`config.mk`:
```
export PLATFORM = sky130hd
export DESIGN_NAME = vbr_info_header_parser
export DESIGN_NICKNAME = d
export VERILOG_FILES = /design/src/rtl/vbr_pkg.sv /design/src/rtl/vbr_ram.sv /design/src/rtl/vbr_ctx.sv /design/src/rtl/vbr_back.sv /design/src/rtl/vbr_info_header_parser.sv
export SDC_FILE = /design/constraint.sdc
export NUM_CORES = 2
export LEC_CHECK = 0
export BUFFER_PORTS_ARGS = -buffer_cell sky130_fd_sc_hd__buf_4
export CORE_AREA = 10 10 622 624
export CTS_CLUSTER_DIAMETER = 50
export DETAILED_ROUTE_END_ITERATION = 8
export DIE_AREA = 0 0 632 634
export HOLD_SLACK_MARGIN = 0.05
export PLACE_DENSITY_LB_ADDON = 0.15
export SLEW_MARGIN = 20
export SYNTH_ARGS = -nofsm -noshare
export SYNTH_HDL_FRONTEND = slang
export SYNTH_MEMORY_MAX_BITS = 65536
export SYNTH_SLANG_ARGS = --single-unit
```
`constraint.sdc`:
```
create_clock -name clock -period 15 [get_ports clock]
set_clock_uncertainty 0.15 [all_clocks]
set_input_delay 1.5 -clock clock [delete_from_list [all_inputs] [get_ports clock]]
set_output_delay 1.5 -clock clock [all_outputs]
set_load 0.005 [all_outputs]
```
`src/rtl/vbr_pkg.sv`:
```
// ----------------------------------------------------------------------------
// vbr_pkg
// Types and constants shared by the VBR info header parser modules.
// ----------------------------------------------------------------------------
package vbr_pkg;

   localparam int TOC_BYTES = 100;
   localparam int TOC_WORDS = TOC_BYTES / 4;
   localparam int WORD_W    = 5;          // TOC word index
   localparam int POS_W     = 7;
   localparam int CNT_W     = 7;          // TOC bytes written, 0..100
   localparam int RAM_AW    = WORD_W + 1; // bank bit on top
   localparam int RAM_DEPTH = 1 << RAM_AW;

   localparam logic [31:0] TAG_XING = 32'h5869_6E67;
   localparam logic [31:0] TAG_INFO = 32'h496E_666F;

   localparam logic [3:0] FLAG_FRAMES  = 4'h1;
   localparam logic [3:0] FLAG_BYTES   = 4'h2;
   localparam logic [3:0] FLAG_TOC     = 4'h4;
   localparam logic [3:0] FLAG_QUALITY = 4'h8;

   localparam logic [POS_W-1:0] POS_MAX = 7'd127;

   typedef struct packed {
      logic [7:0] byte_value;
      logic       last_byte;
   } req_type;

   typedef struct packed {
      logic        header_valid;
      logic        tag_is_info;
      logic        has_bytes;
      logic        has_toc;
      logic        has_quality;
      logic [31:0] total_frames;
      logic [31:0] total_bytes;
      logic [7:0]  quality;
      logic [4:0]  toc_index;
      logic [31:0] toc_word;
      logic        complete;
      logic        last_result;
   } rsp_type;

   // context state after the current byte
   typedef struct packed {
      logic             seen;
      logic [POS_W-1:0] pos;
      logic [3:0]       flags;
      logic [31:0]      frames;
      logic [31:0]      bytes;
      logic [7:0]       qual;
      logic [CNT_W-1:0] toc_cnt;
   } ctx_stat_type;

   typedef struct packed {
      logic              we;
      logic [WORD_W-1:0] word;
      logic [1:0]        lane;
      logic [7:0]        data;
   } toc_wr_type;

   // one finished run, queued for the back end
   typedef struct packed {
      logic             header_valid;
      logic             tag_is_info;
      logic [3:0]       flags;
      logic [31:0]      frames;
      logic [31:0]      bytes;
      logic [7:0]       qual;
      logic             complete;
      logic [CNT_W-1:0] toc_cnt;
      logic             bank;
   } run_type;

endpackage

```
`src/rtl/vbr_ram.sv`:
```
// ----------------------------------------------------------------------------
// vbr_ram
// Generic single-write, single-read RAM with registered read data.
// ----------------------------------------------------------------------------
module vbr_ram #(
   parameter int WIDTH = 8,
   parameter int DEPTH = 64
) (
   input  logic                     clock,
   input  logic                     wr_en,
   input  logic [$clog2(DEPTH)-1:0] wr_addr,
   input  logic [WIDTH-1:0]         wr_data,
   input  logic                     rd_en,
   input  logic [$clog2(DEPTH)-1:0] rd_addr,
   output logic [WIDTH-1:0]         rd_data
);

   logic [WIDTH-1:0] mem_ff [DEPTH];
   logic [WIDTH-1:0] rd_data_ff;

   always_ff @(posedge clock) begin
      if (wr_en) mem_ff[wr_addr] <= wr_data;
      if (rd_en) rd_data_ff <= mem_ff[rd_addr];
   end

   assign rd_data = rd_data_ff;

endmodule

```
`src/rtl/vbr_ctx.sv`:
```
// ----------------------------------------------------------------------------
// vbr_ctx
// One tag context: tag matcher, flags word and field capture.
// ----------------------------------------------------------------------------
module vbr_ctx
   import vbr_pkg::*;
#(
   parameter logic [31:0] TAG = 32'h5869_6E67
) (
   input  logic         clock,
   input  logic         reset,
   input  logic         en,
   input  logic [7:0]   byte_value,
   input  logic         clear,
   output ctx_stat_type stat_in,
   output toc_wr_type   toc_wr
);

   logic [2:0]       prog_ff, prog_in;
   ctx_stat_type     stat_ff;
   logic [1:0]       pidx;
   logic [7:0]       tag_byte, tag_first;
   logic [POS_W-1:0] p, by_s, toc_s, q_s, toc_off;

   assign pidx      = prog_ff[1:0];
   assign tag_byte  = TAG[8*(3-pidx) +: 8];
   assign tag_first = TAG[31:24];
   assign p         = stat_ff.pos;
   assign by_s      = 7'd4 + (stat_ff.flags[0] ? 7'd4 : 7'd0);
   assign toc_s     = by_s + (stat_ff.flags[1] ? 7'd4 : 7'd0);
   assign q_s       = toc_s + (stat_ff.flags[2] ? 7'(TOC_BYTES) : 7'd0);
   assign toc_off   = p - toc_s;

   always_comb begin
      prog_in = prog_ff;
      stat_in = stat_ff;
      toc_wr  = '0;
      toc_wr.word = toc_off[6:2];
      toc_wr.lane = toc_off[1:0];
      toc_wr.data = byte_value;
      if (!stat_ff.seen) begin
         if (byte_value == tag_byte) prog_in = prog_ff + 3'd1;
         else prog_in = (byte_value == tag_first) ? 3'd1 : 3'd0;
         if (prog_in == 3'd4) stat_in.seen = 1'b1;
      end else begin
         if (p == 7'd3) stat_in.flags = byte_value[3:0];
         if (stat_ff.flags[0] && p >= 7'd4 && p < 7'd8)
            stat_in.frames = {stat_ff.frames[23:0], byte_value};
         if (stat_ff.flags[1] && p >= by_s && p < by_s + 7'd4)
            stat_in.bytes = {stat_ff.bytes[23:0], byte_value};
         if (stat_ff.flags[2] && p >= toc_s && p < toc_s + 7'(TOC_BYTES)) begin
            toc_wr.we = en;
            stat_in.toc_cnt = stat_ff.toc_cnt + 7'd1;
         end
         if (stat_ff.flags[3] && p == q_s + 7'd3) stat_in.qual = byte_value;
         if (p != POS_MAX) stat_in.pos = p + 7'd1;
      end
   end

   always_ff @(posedge clock) begin
      if (reset || (en && clear)) begin
         prog_ff <= '0;
         stat_ff <= '0;
      end else if (en) begin
         prog_ff <= prog_in;
         stat_ff <= stat_in;
      end
   end

endmodule

```
`src/rtl/vbr_back.sv`:
```
// ----------------------------------------------------------------------------
// vbr_back
// Result sequencer: reads TOC words for a queued run and emits result items.
// ----------------------------------------------------------------------------
module vbr_back
   import vbr_pkg::*;
(
   input  logic              clock,
   input  logic              reset,
   input  logic              head_valid,
   input  run_type           head,
   output logic              pop,
   output logic              rd_en,
   output logic [RAM_AW-1:0] rd_addr,
   input  logic [31:0]       xing_word,
   input  logic [31:0]       info_word,
   output logic              rsp_valid,
   input  logic              rsp_ready,
   output rsp_type           rsp_data
);

   logic              s1_valid_ff;
   run_type           s1_run_ff;
   logic [WORD_W-1:0] s1_k_ff;
   logic              s1_last_ff;
   logic [WORD_W-1:0] k_ff;
   logic              rsp_valid_ff;
   rsp_type           rsp_ff, rsp_in;
   logic              load_out, s1_free, multi, last_k;
   logic [31:0]       word_raw, word_mask;
   logic [CNT_W-1:0]  base;

   assign multi    = head.header_valid && head.flags[2];
   assign last_k   = !multi || (k_ff == WORD_W'(TOC_WORDS - 1));
   assign load_out = s1_valid_ff && (!rsp_valid_ff || rsp_ready);
   assign s1_free  = !s1_valid_ff || load_out;
   assign rd_en    = head_valid && s1_free;
   assign rd_addr  = {head.bank, k_ff};
   assign pop      = rd_en && last_k;

   assign word_raw = s1_run_ff.tag_is_info ? info_word : xing_word;
   assign base     = {s1_k_ff, 2'b00};
   always_comb begin
      for (int l = 0; l < 4; l++)
         word_mask[8*l +: 8] = ((base + CNT_W'(l)) < s1_run_ff.toc_cnt) ? 8'hFF : 8'h00;
   end

   always_comb begin
      rsp_in = '0;
      rsp_in.tag_is_info = s1_run_ff.tag_is_info;
      rsp_in.last_result = s1_last_ff;
      if (s1_run_ff.header_valid) begin
         rsp_in.header_valid = 1'b1;
         rsp_in.has_bytes    = s1_run_ff.flags[1];
         rsp_in.has_toc      = s1_run_ff.flags[2];
         rsp_in.has_quality  = s1_run_ff.flags[3];
         rsp_in.total_frames = s1_run_ff.frames;
         rsp_in.total_bytes  = s1_run_ff.flags[1] ? s1_run_ff.bytes : 32'd0;
         rsp_in.quality      = s1_run_ff.flags[3] ? s1_run_ff.qual : 8'd0;
         rsp_in.complete     = s1_run_ff.complete;
         if (s1_run_ff.flags[2]) begin
            rsp_in.toc_index = s1_k_ff;
            rsp_in.toc_word  = word_raw & word_mask;
         end
      end
   end

   always_ff @(posedge clock) begin
      if (reset) begin
         s1_valid_ff  <= 1'b0;
         k_ff         <= '0;
         rsp_valid_ff <= 1'b0;
      end else begin
         if (s1_free) s1_valid_ff <= rd_en;
         if (rd_en) k_ff <= last_k ? '0 : k_ff + 5'd1;
         if (load_out) rsp_valid_ff <= 1'b1;
         else if (rsp_ready) rsp_valid_ff <= 1'b0;
      end
      if (rd_en) begin
         s1_run_ff  <= head;
         s1_k_ff    <= k_ff;
         s1_last_ff <= last_k;
      end
      if (load_out) rsp_ff <= rsp_in;
   end

   assign rsp_valid = rsp_valid_ff;
   assign rsp_data  = rsp_ff;

endmodule

```
`src/rtl/vbr_info_header_parser.sv`:
```
// Runs queue, then pass the TOC read and output registers. Throughput: one byte per
// cycle; results leave one per cycle while rsp_ready is high, 25 per run with valid
// header and TOC (one TOC word read per cycle from the lane RAMs), otherwise one.
// TOC storage is double-banked; a new byte waits only while both banks hold runs.
// Reset clears all parser state and the run queue; TOC RAMs need no clearing.
// ----------------------------------------------------------------------------
// vbr_info_header_parser
// Xing / Info VBR header parser: two tag contexts in front, result sequencer behind.
// ----------------------------------------------------------------------------
module vbr_info_header_parser
   import vbr_pkg::*;
(
   input  logic    clock,
   input  logic    reset,
   input  logic    req_valid,
   output logic    req_ready,
   input  req_type req_data,
   output logic    rsp_valid,
   input  logic    rsp_ready,
   output rsp_type rsp_data
);

   logic         acc, push, pop, rd_en;
   logic         bank_ff;
   logic [1:0]   busy_ff, busy_in;
   run_type      q_ff [2];
   logic         wp_ff, rp_ff;
   logic [1:0]   cnt_ff;
   run_type      run_in;
   ctx_stat_type xs, is, cs;
   toc_wr_type   xw, iw;
   logic [RAM_AW-1:0] rd_addr;
   logic [31:0]  xword, iword;
   logic         use_info;

   assign req_ready = !busy_ff[bank_ff];
   assign acc  = req_valid && req_ready;
   assign push = acc && req_data.last_byte;

   vbr_ctx #(.TAG(TAG_XING)) u_xing (
      .clock, .reset, .en(acc), .byte_value(req_data.byte_value),
      .clear(req_data.last_byte), .stat_in(xs), .toc_wr(xw));
   vbr_ctx #(.TAG(TAG_INFO)) u_info (
      .clock, .reset, .en(acc), .byte_value(req_data.byte_value),
      .clear(req_data.last_byte), .stat_in(is), .toc_wr(iw));

   for (genvar l = 0; l < 4; l++) begin : g_lane
      vbr_ram #(.WIDTH(8), .DEPTH(RAM_DEPTH)) u_xram (
         .clock, .wr_en(xw.we && xw.lane == 2'(l)), .wr_addr({bank_ff, xw.word}),
         .wr_data(xw.data), .rd_en, .rd_addr, .rd_data(xword[8*l +: 8]));
      vbr_ram #(.WIDTH(8), .DEPTH(RAM_DEPTH)) u_iram (
         .clock, .wr_en(iw.we && iw.lane == 2'(l)), .wr_addr({bank_ff, iw.word}),
         .wr_data(iw.data), .rd_en, .rd_addr, .rd_data(iword[8*l +: 8]));
   end

   assign use_info = !xs.seen && is.seen;
   assign cs = use_info ? is : xs;
   always_comb begin
      logic [POS_W-1:0] lend;
      lend = 7'd4 + (cs.flags[0] ? 7'd4 : 7'd0) + (cs.flags[1] ? 7'd4 : 7'd0)
           + (cs.flags[2] ? 7'(TOC_BYTES) : 7'd0) + (cs.flags[3] ? 7'd4 : 7'd0);
      run_in.header_valid = (xs.seen || is.seen) && cs.flags[0];
      run_in.tag_is_info  = use_info;
      run_in.flags        = cs.flags;
      run_in.frames       = cs.frames;
      run_in.bytes        = cs.bytes;
      run_in.qual         = cs.qual;
      run_in.complete     = cs.pos >= lend;
      run_in.toc_cnt      = cs.toc_cnt;
      run_in.bank         = bank_ff;
   end

   // push and pop never name the same bank
   always_comb begin
      busy_in = busy_ff;
      if (push) busy_in[bank_ff] = 1'b1;
      if (pop) busy_in[q_ff[rp_ff].bank] = 1'b0;
   end

   always_ff @(posedge clock) begin
      if (reset) begin
         bank_ff <= 1'b0;
         busy_ff <= '0;
         wp_ff   <= 1'b0;
         rp_ff   <= 1'b0;
         cnt_ff  <= '0;
      end else begin
         busy_ff <= busy_in;
         if (push) begin
            bank_ff <= !bank_ff;
            wp_ff <= !wp_ff;
         end
         if (pop) rp_ff <= !rp_ff;
         cnt_ff <= cnt_ff + {1'b0, push} - {1'b0, pop};
      end
      if (push) q_ff[wp_ff] <= run_in;
   end

   vbr_back u_back (
      .clock, .reset, .head_valid(cnt_ff != 2'd0), .head(q_ff[rp_ff]), .pop,
      .rd_en, .rd_addr, .xing_word(xword), .info_word(iword),
      .rsp_valid, .rsp_ready, .rsp_data);

   a_no_overflow: assert property (@(posedge clock) disable iff (reset)
      push |-> cnt_ff != 2'd2) else $error("run queue overflow");
   a_pop_nonempty: assert property (@(posedge clock) disable iff (reset)
      pop |-> cnt_ff != 2'd0) else $error("pop from empty run queue");
   a_busy_count: assert property (@(posedge clock) disable iff (reset)
      $countones(busy_ff) == cnt_ff) else $error("bank busy bits out of step");
   a_push_bank_free: assert property (@(posedge clock) disable iff (reset)
      push |-> !busy_ff[bank_ff]) else $error("run written into busy bank");

endmodule

```
# After elaboration in Yosys (flattened, before gate mapping)
# Memory sizes are Yosys's and may differ from the RTL's. A register that Yosys moved wholly into a read port is not among the register bits.
# Cells that the tools add are included.
# totals
mem_bits_rw	4270
memories	9
wordCells	265
ff_bits	410
inputBits	13
out_inout_bits	118
# classes
shift	2
bitwise	6
mux	76
addsub	32
n_reduce_logical	54
n_eq_ne	19
n_lt_le_gt_ge	21
# mem_list
memory	depth	word_bits	rd	rd_clocked_by_memory_dff	wr	line_no	source
g_lane[0].u_iram.mem_ff	64	8	1	1	1	vbr_ram.sv:18	logic [WIDTH-1:0] mem_ff [DEPTH];
g_lane[0].u_xram.mem_ff	64	8	1	1	1	vbr_ram.sv:18	
g_lane[1].u_iram.mem_ff	64	8	1	1	1	vbr_ram.sv:18	
g_lane[1].u_xram.mem_ff	64	8	1	1	1	vbr_ram.sv:18	
g_lane[2].u_iram.mem_ff	64	8	1	1	1	vbr_ram.sv:18	
g_lane[2].u_xram.mem_ff	64	8	1	1	1	vbr_ram.sv:18	
+3 memories	n/a	n/a	n/a	n/a	n/a	n/a	
# ops
cell	count
2-to-1 mux 90 bit	3
2-to-1 mux 32 bit	5
indexed part select 32 x 33 -> 8 bit, first input constant	2
< comparator 7 bit	8
2-to-1 mux 7 bit	7
2-to-1 mux 8 bit	6
2-to-1 mux 1 bit	37
adder 7 x 1 -> 7 bit, second input constant	5
greater-or-equal comparator 7 bit	5
2-to-1 mux 3 bit	11
bitwise AND 32 bit	1
logical AND 1 bit	32
adder 7 x 2 -> 7 bit, second input constant	4
adder 7 bit	4
== test 8 x 7 -> 1 bit, second input constant	2
== test 8 bit	2
adder 3 x 7 -> 7 bit, first input constant	2
adder 7 x 3 -> 7 bit, second input constant	2
adder 7 bit, second input constant	2
== test 7 x 2 -> 1 bit, second input constant	2
== test 7 bit	2
greater-or-equal comparator 7 x 3 -> 1 bit, second input constant	2
< comparator 7 x 4 -> 1 bit, second input constant	2
!= test 7 bit, second input constant	2
other kinds (29)	60

# Depth between registers and ports, before layout
# logic_depth
ltp_word	17
ltp_mapped	23
depth_no_buf	22

# Modules after synthesis
# Synthesis repeated with hierarchy kept, for this count alone.
# unflattened
hier_cells	9904
area_unflattened_um2	189133.9
# modules_own_cells
mod	area_each_um2	cells_each	seq_area_each_um2	n_inst
vbr_ram	20246.9	940	15615.0	8
vbr_back	8092.8	445	6356.1	1
vbr_info_header_parser	8017.7	622	5385.2	1
vbr_ctx at u_xing	5544.1	665	1881.8	1
vbr_ctx at u_info	5504.0	652	1881.8	1

# Least setup slack after synthesis
# No wires, ideal clock.
# synth_timing
path_type	input port to flip-flop
from	in rsp_ready
to	reg cnt_ff[1]
arrival_ns	11.370
setup_time_ns	0.128
slack_ns	3.353
n_path_buf	0
t_required_ns	14.722
stages	10
cell_sequence	nor2b_1 > a21oi_1 > nand2_1 > inv_1 > ha_1 > inv_1 > ha_1 > xor2_1 > xnor2_1 > nor2_1
# synth_between
elab_chain_cells	6
# synth_lines
item	line_no	source
start: declaration	vbr_info_header_parser.sv:19	input logic rsp_ready,
logical OR 1 bit	vbr_back.sv:35	assign load_out = s1_valid_ff && (!rsp_valid_ff || rsp_ready);
logical AND 1 bit	vbr_back.sv:35	
logical OR 1 bit	vbr_back.sv:36	assign s1_free = !s1_valid_ff || load_out;
logical AND 1 bit	vbr_back.sv:37	assign rd_en = head_valid && s1_free;
named net g_lane[0].u_iram.rd_en	vbr_ram.sv:13	input logic rd_en,
logical AND 1 bit	vbr_back.sv:39	assign pop = rd_en && last_k;
named net pop	vbr_info_header_parser.sv:23	logic acc, push, pop, rd_en;
subtractor 2 x 1 -> 2 bit	vbr_info_header_parser.sv:94	cnt_ff <= cnt_ff + {1'b0, push} - {1'b0, pop};
end signal: assignment	vbr_info_header_parser.sv:94	
end: declaration	vbr_info_header_parser.sv:28	logic [1:0] cnt_ff;
# The timed path passes the listed nets, and every way through them passes these cells.
# A chain may end at the register's enable or synchronous reset.

# Worst setup path in the final report
# layout_timing
from	reg u_xing.stat_ff[79] (netlist name)
to	mem g_lane[2].u_xram.mem_ff[7][6], enable pin
# layout_between
elab_chain_cells	11
elab_cells_between_ends	14
classes_between	add/sub (4); order compare (2); mux (5); reduce/logical (3)
# layout_lines
item	line_no	source
start: declaration	vbr_ctx.sv:20	ctx_stat_type stat_ff;
start signal: assignment	vbr_ctx.sv:66	stat_ff <= stat_in;
2-to-1 mux 3 bit (*)	vbr_ctx.sv:29	assign by_s = 7'd4 + (stat_ff.flags[0] ? 7'd4 : 7'd0);
adder 3 x 7 -> 7 bit (*)	vbr_ctx.sv:29	
adder 7 bit (*)	vbr_ctx.sv:30	assign toc_s = by_s + (stat_ff.flags[1] ? 7'd4 : 7'd0);
adder 7 bit or greater-or-equal comparator 7 bit (tied branches)	vbr_ctx.sv:51	if (stat_ff.flags[2] && p >= toc_s && p < toc_s + 7'(TOC_BYTES)) begin
< comparator 7 bit or logical AND 1 bit (tied branches)	vbr_ctx.sv:51	
logical AND 1 bit	vbr_ctx.sv:51	
2-to-1 mux 1 bit	vbr_ctx.sv:51	
2-to-1 mux 1 bit	vbr_ctx.sv:41	if (!stat_ff.seen) begin
logical AND 1 bit	vbr_info_header_parser.sv:49	.clock, .wr_en(xw.we && xw.lane == 2'(l)), .wr_addr({bank_ff, xw.word}),
2-to-1 mux 1 bit	vbr_ram.sv:22	if (wr_en) mem_ff[wr_addr] <= wr_data;
2-to-1 mux 1 bit (implied by the code)	vbr_ram.sv:22	
end: declaration	vbr_ram.sv:18	
# Mark *: on every way between the ends. The rest lies on a longest branch, timed or not.

==> results.md <==
* Status: complete, no violations
* Die Ht at 634 um
* Register area at 140400 um^2
* Vias in the first global route at 97030
* Initial antenna violation count at 25
* Maximum clock frequency at 169.4 MHz
* Unrepaired setup endpoints after global routing: false
* Core ar. at 374400 um^2
* Slew margin rel. at 18.18%
* Share of the synthesized area in the top cell type at 73.17%
* Initial Util at 49.75%
* PortBufs at 130
* Area growth syn-to-layout at 13.25%
* Syn Area/Cell at 19.27 um^2
* Reg power frac at 46.4%
* Fin crit share at 39.35%
* # fillers at 28060
* Switching pwr at 8230 uW
* CP Max Fanout at 17
* Final hold vios at 0
* Asr flop ratio synth at 0%
* Clock tree root buffer cell: clkbuf_16
* CTS Buf Count at 527
* Final count of negative-setup-slack endpoints at 0
* Power per standard cell area at 154.7 nW/um^2
* Post-Route WL at 505.4 mm
* Worst-margin pin slew at 1.227 ns
* Initial drt markers at 11730
* Routed len/inst at 32.68 um
* Post-route ant nets at 0
* Residual DRC at 0
* Post-Syn Nets at 9748
* Mapped Area at 186300 um^2
* Postcts setup bufs at 0
* Max-slew violation count at 0
* Critical path launch point type: register
* Final nets at 10140
* Setup TNS at 0 ns
* Total grt overflow at 0
* Placer congestion estimate at 0.8411
* CP Capture Type: register
* Gr usage total at 24.78%
* H-tree levels at 6
* Area leader, netlist: edfxtp_1
* Most common cell in the netlist: edfxtp_1
* Sequential area share after synthesis at 75.36%
* Switching share of power at 25.21%
* Clock power share at 38.5%
* Post-synth EDFFs at 4539
* Worst vdd ir at 0.1547 mV
* Req. time, crit path at 15.48 ns
* DR pass1 iterations at 8
* Post-DP HPWL at 301.5 mm
* Comb power frac at 15.1%
* Clk slew on worst S/H paths at 0.06 ns
* TritonCTS clock tree: done
* Synthesized netlist cell count at 9664
* Total power at 32640 uW
* Fin Hold WS at 0.2974 ns
* Leak at 0.06508 uW
* Post-route minimum period at 5.902 ns
* CP Class: register to register
* Full die area at 400700 um^2
* Yosys Warn Count at 0
* Netlist cell types at 80
* # rows at 225
* Largest net degree at the start of global routing at 154
* Synth top cells by count: edfxtp_1 (4539), mux4_2 (961), nand2_1 (529)
* Dominant synthesized flop cell: edfxtp_1
* Via count at 96970
* Worst-Skew Late Latency at 1.02 ns
* Synth area leaders: edfxtp_1 (73%), mux4_2 (12%), mux2i_1 (2.3%)
* Io pins at 131
* Vias per inst at 6.270
* Hold Path Class: register to register
* Synth Register Bits at 4742
* Die Width at 632 um
* CTS Sinks at 4742
* CTS resizes at 0
* Hold_buf cts at 0
* Maximum clock path buffer count at 4
* Cell-internal power at 24410 uW
* Area of the multi-input gates at 43370 um^2
* Layout cell share with drive strength beyond 1 at 24.02%
* Global-route wire length before repair at 721.7 mm
* WP data arrival at 6.38 ns
* Max-Cap Viols at 0
[sequential cells by signal (all words and copies together), names as in the netlist, 2 cells and up, named ones only]
signal	cells
u_info.stat_ff	84
u_info.prog_ff	3
u_xing.stat_ff	84
u_back.k_ff	5
cnt_ff	2
u_info.p	7
u_back.s1_run_ff	84
u_back.rsp_data	116
g_lane.u_iram.mem_ff	2048
u_xing.p	7
u_xing.prog_ff	3
q_ff	172
g_lane.u_iram.rd_data	32
g_lane.u_xram.mem_ff	2048
g_lane.u_xram.rd_data	32
u_back.s1_k_ff	5
busy_ff	2
[path summary, 6_finish.rpt]
path | from | to | slack [ns] | cells after the start
setup / recovery | u_xing.stat_ff[79] | g_lane[2].u_xram.mem_ff[7][6] | 9.10 | 10
hold / removal | u_info.stat_ff[41] | u_info.stat_ff[41] | 0.30 | 2
setup reg to reg | u_xing.stat_ff[79] | g_lane[2].u_xram.mem_ff[7][6] | 9.10 | 10
hold reg to reg | u_info.stat_ff[41] | u_info.stat_ff[41] | 0.30 | 2
[power groups by stage]
stage / clock, uW / combinational, uW / sequential (uW)
2_1_floorplan: 0 / 3510 / 15400
3_3_place_gp: 0 / 4950 / 15400
3_5_place_dp: 0 / 4980 / 15400
4_1_cts: 12700 / 4990 / 15200
5_1_grt: 13300 / 5230 / 15200
6_report: 12600 / 4940 / 15200
[cells by family (layout without fill, tap and decap cells)]
logic type	count (synthesis)	count (layout)	synth area share, %
buffers and inverters	689	1481	1.818
flip-flops	4742	4742	75.36
adder cells (fa/ha/maj)	71	71	0.4890
XOR/XNOR	63	63	0.2962
AND/OR/NAND/NOR	1666	1666	4.094
other	0	16	0
AO/OA/AOI/OAI	920	920	3.281
multiplexers	1513	1513	14.67
[per-stage QoR]
stage | area, um^2 | util (%) | setup WS [ns] | instances
floorplan | 186300 | - | 3.353 | 9664
global placement | 193600 | 51.72 | 8.129 | 14510
detailed placement | 194000 | 51.82 | 8.323 | 14510
CTS | 210700 | 56.28 | 9.182 | 15450
global route | 210900 | 56.33 | 8.961 | 15450
finish | 211000 | 56.34 | 9.098 | 15470
[worst max-delay path, cell delays in order (launching register included)]
cell,delay [ns]
dfxtp_1,0.60
inv_1,0.19
ha_1,0.37
inv_1,0.07
ha_1,0.68
nand3_1,0.16
o31ai_1,0.20
or3b_2,0.41
and4_1,0.77
nand3_1,0.90
nor2_1,1.00
[layer usage]
metal  share of wire (%)  GRT usage (%)
met4                 3.3          7.743
met3                 8.4          4.846
met1                  40          34.77
met2                  48          39.64
met5              0.0089              0
[layout by cell type (no fill, tap or decap), drive strengths merged, types with 96 or more instances in the layout]
master / instances
a21oi: 275
nor2: 437
mux2i: 432
mux2: 120
a22oi: 99
nand3: 134
buf: 491
mux4: 961
edfxtp: 4539
nor3: 261
inv: 96
nand2: 529
o21ai: 117
dfxtp: 203
clkinv: 175
clkbuf: 660
[area by class of cell]
| class | count | area share [%] |
|---|---|---|
| inverter | 56 | 0.1014 |
| tap | 4994 | 2.962 |
| sequential | 4742 | 66.55 |
| timing repair buffer | 491 | 1.884 |
| clock inverter | 274 | 1.257 |
| multi-input combinational | 4233 | 20.56 |
| clock buffer | 660 | 6.669 |
| antenna | 16 | 0.01898 |
Power figures use the tool's default switching activity.
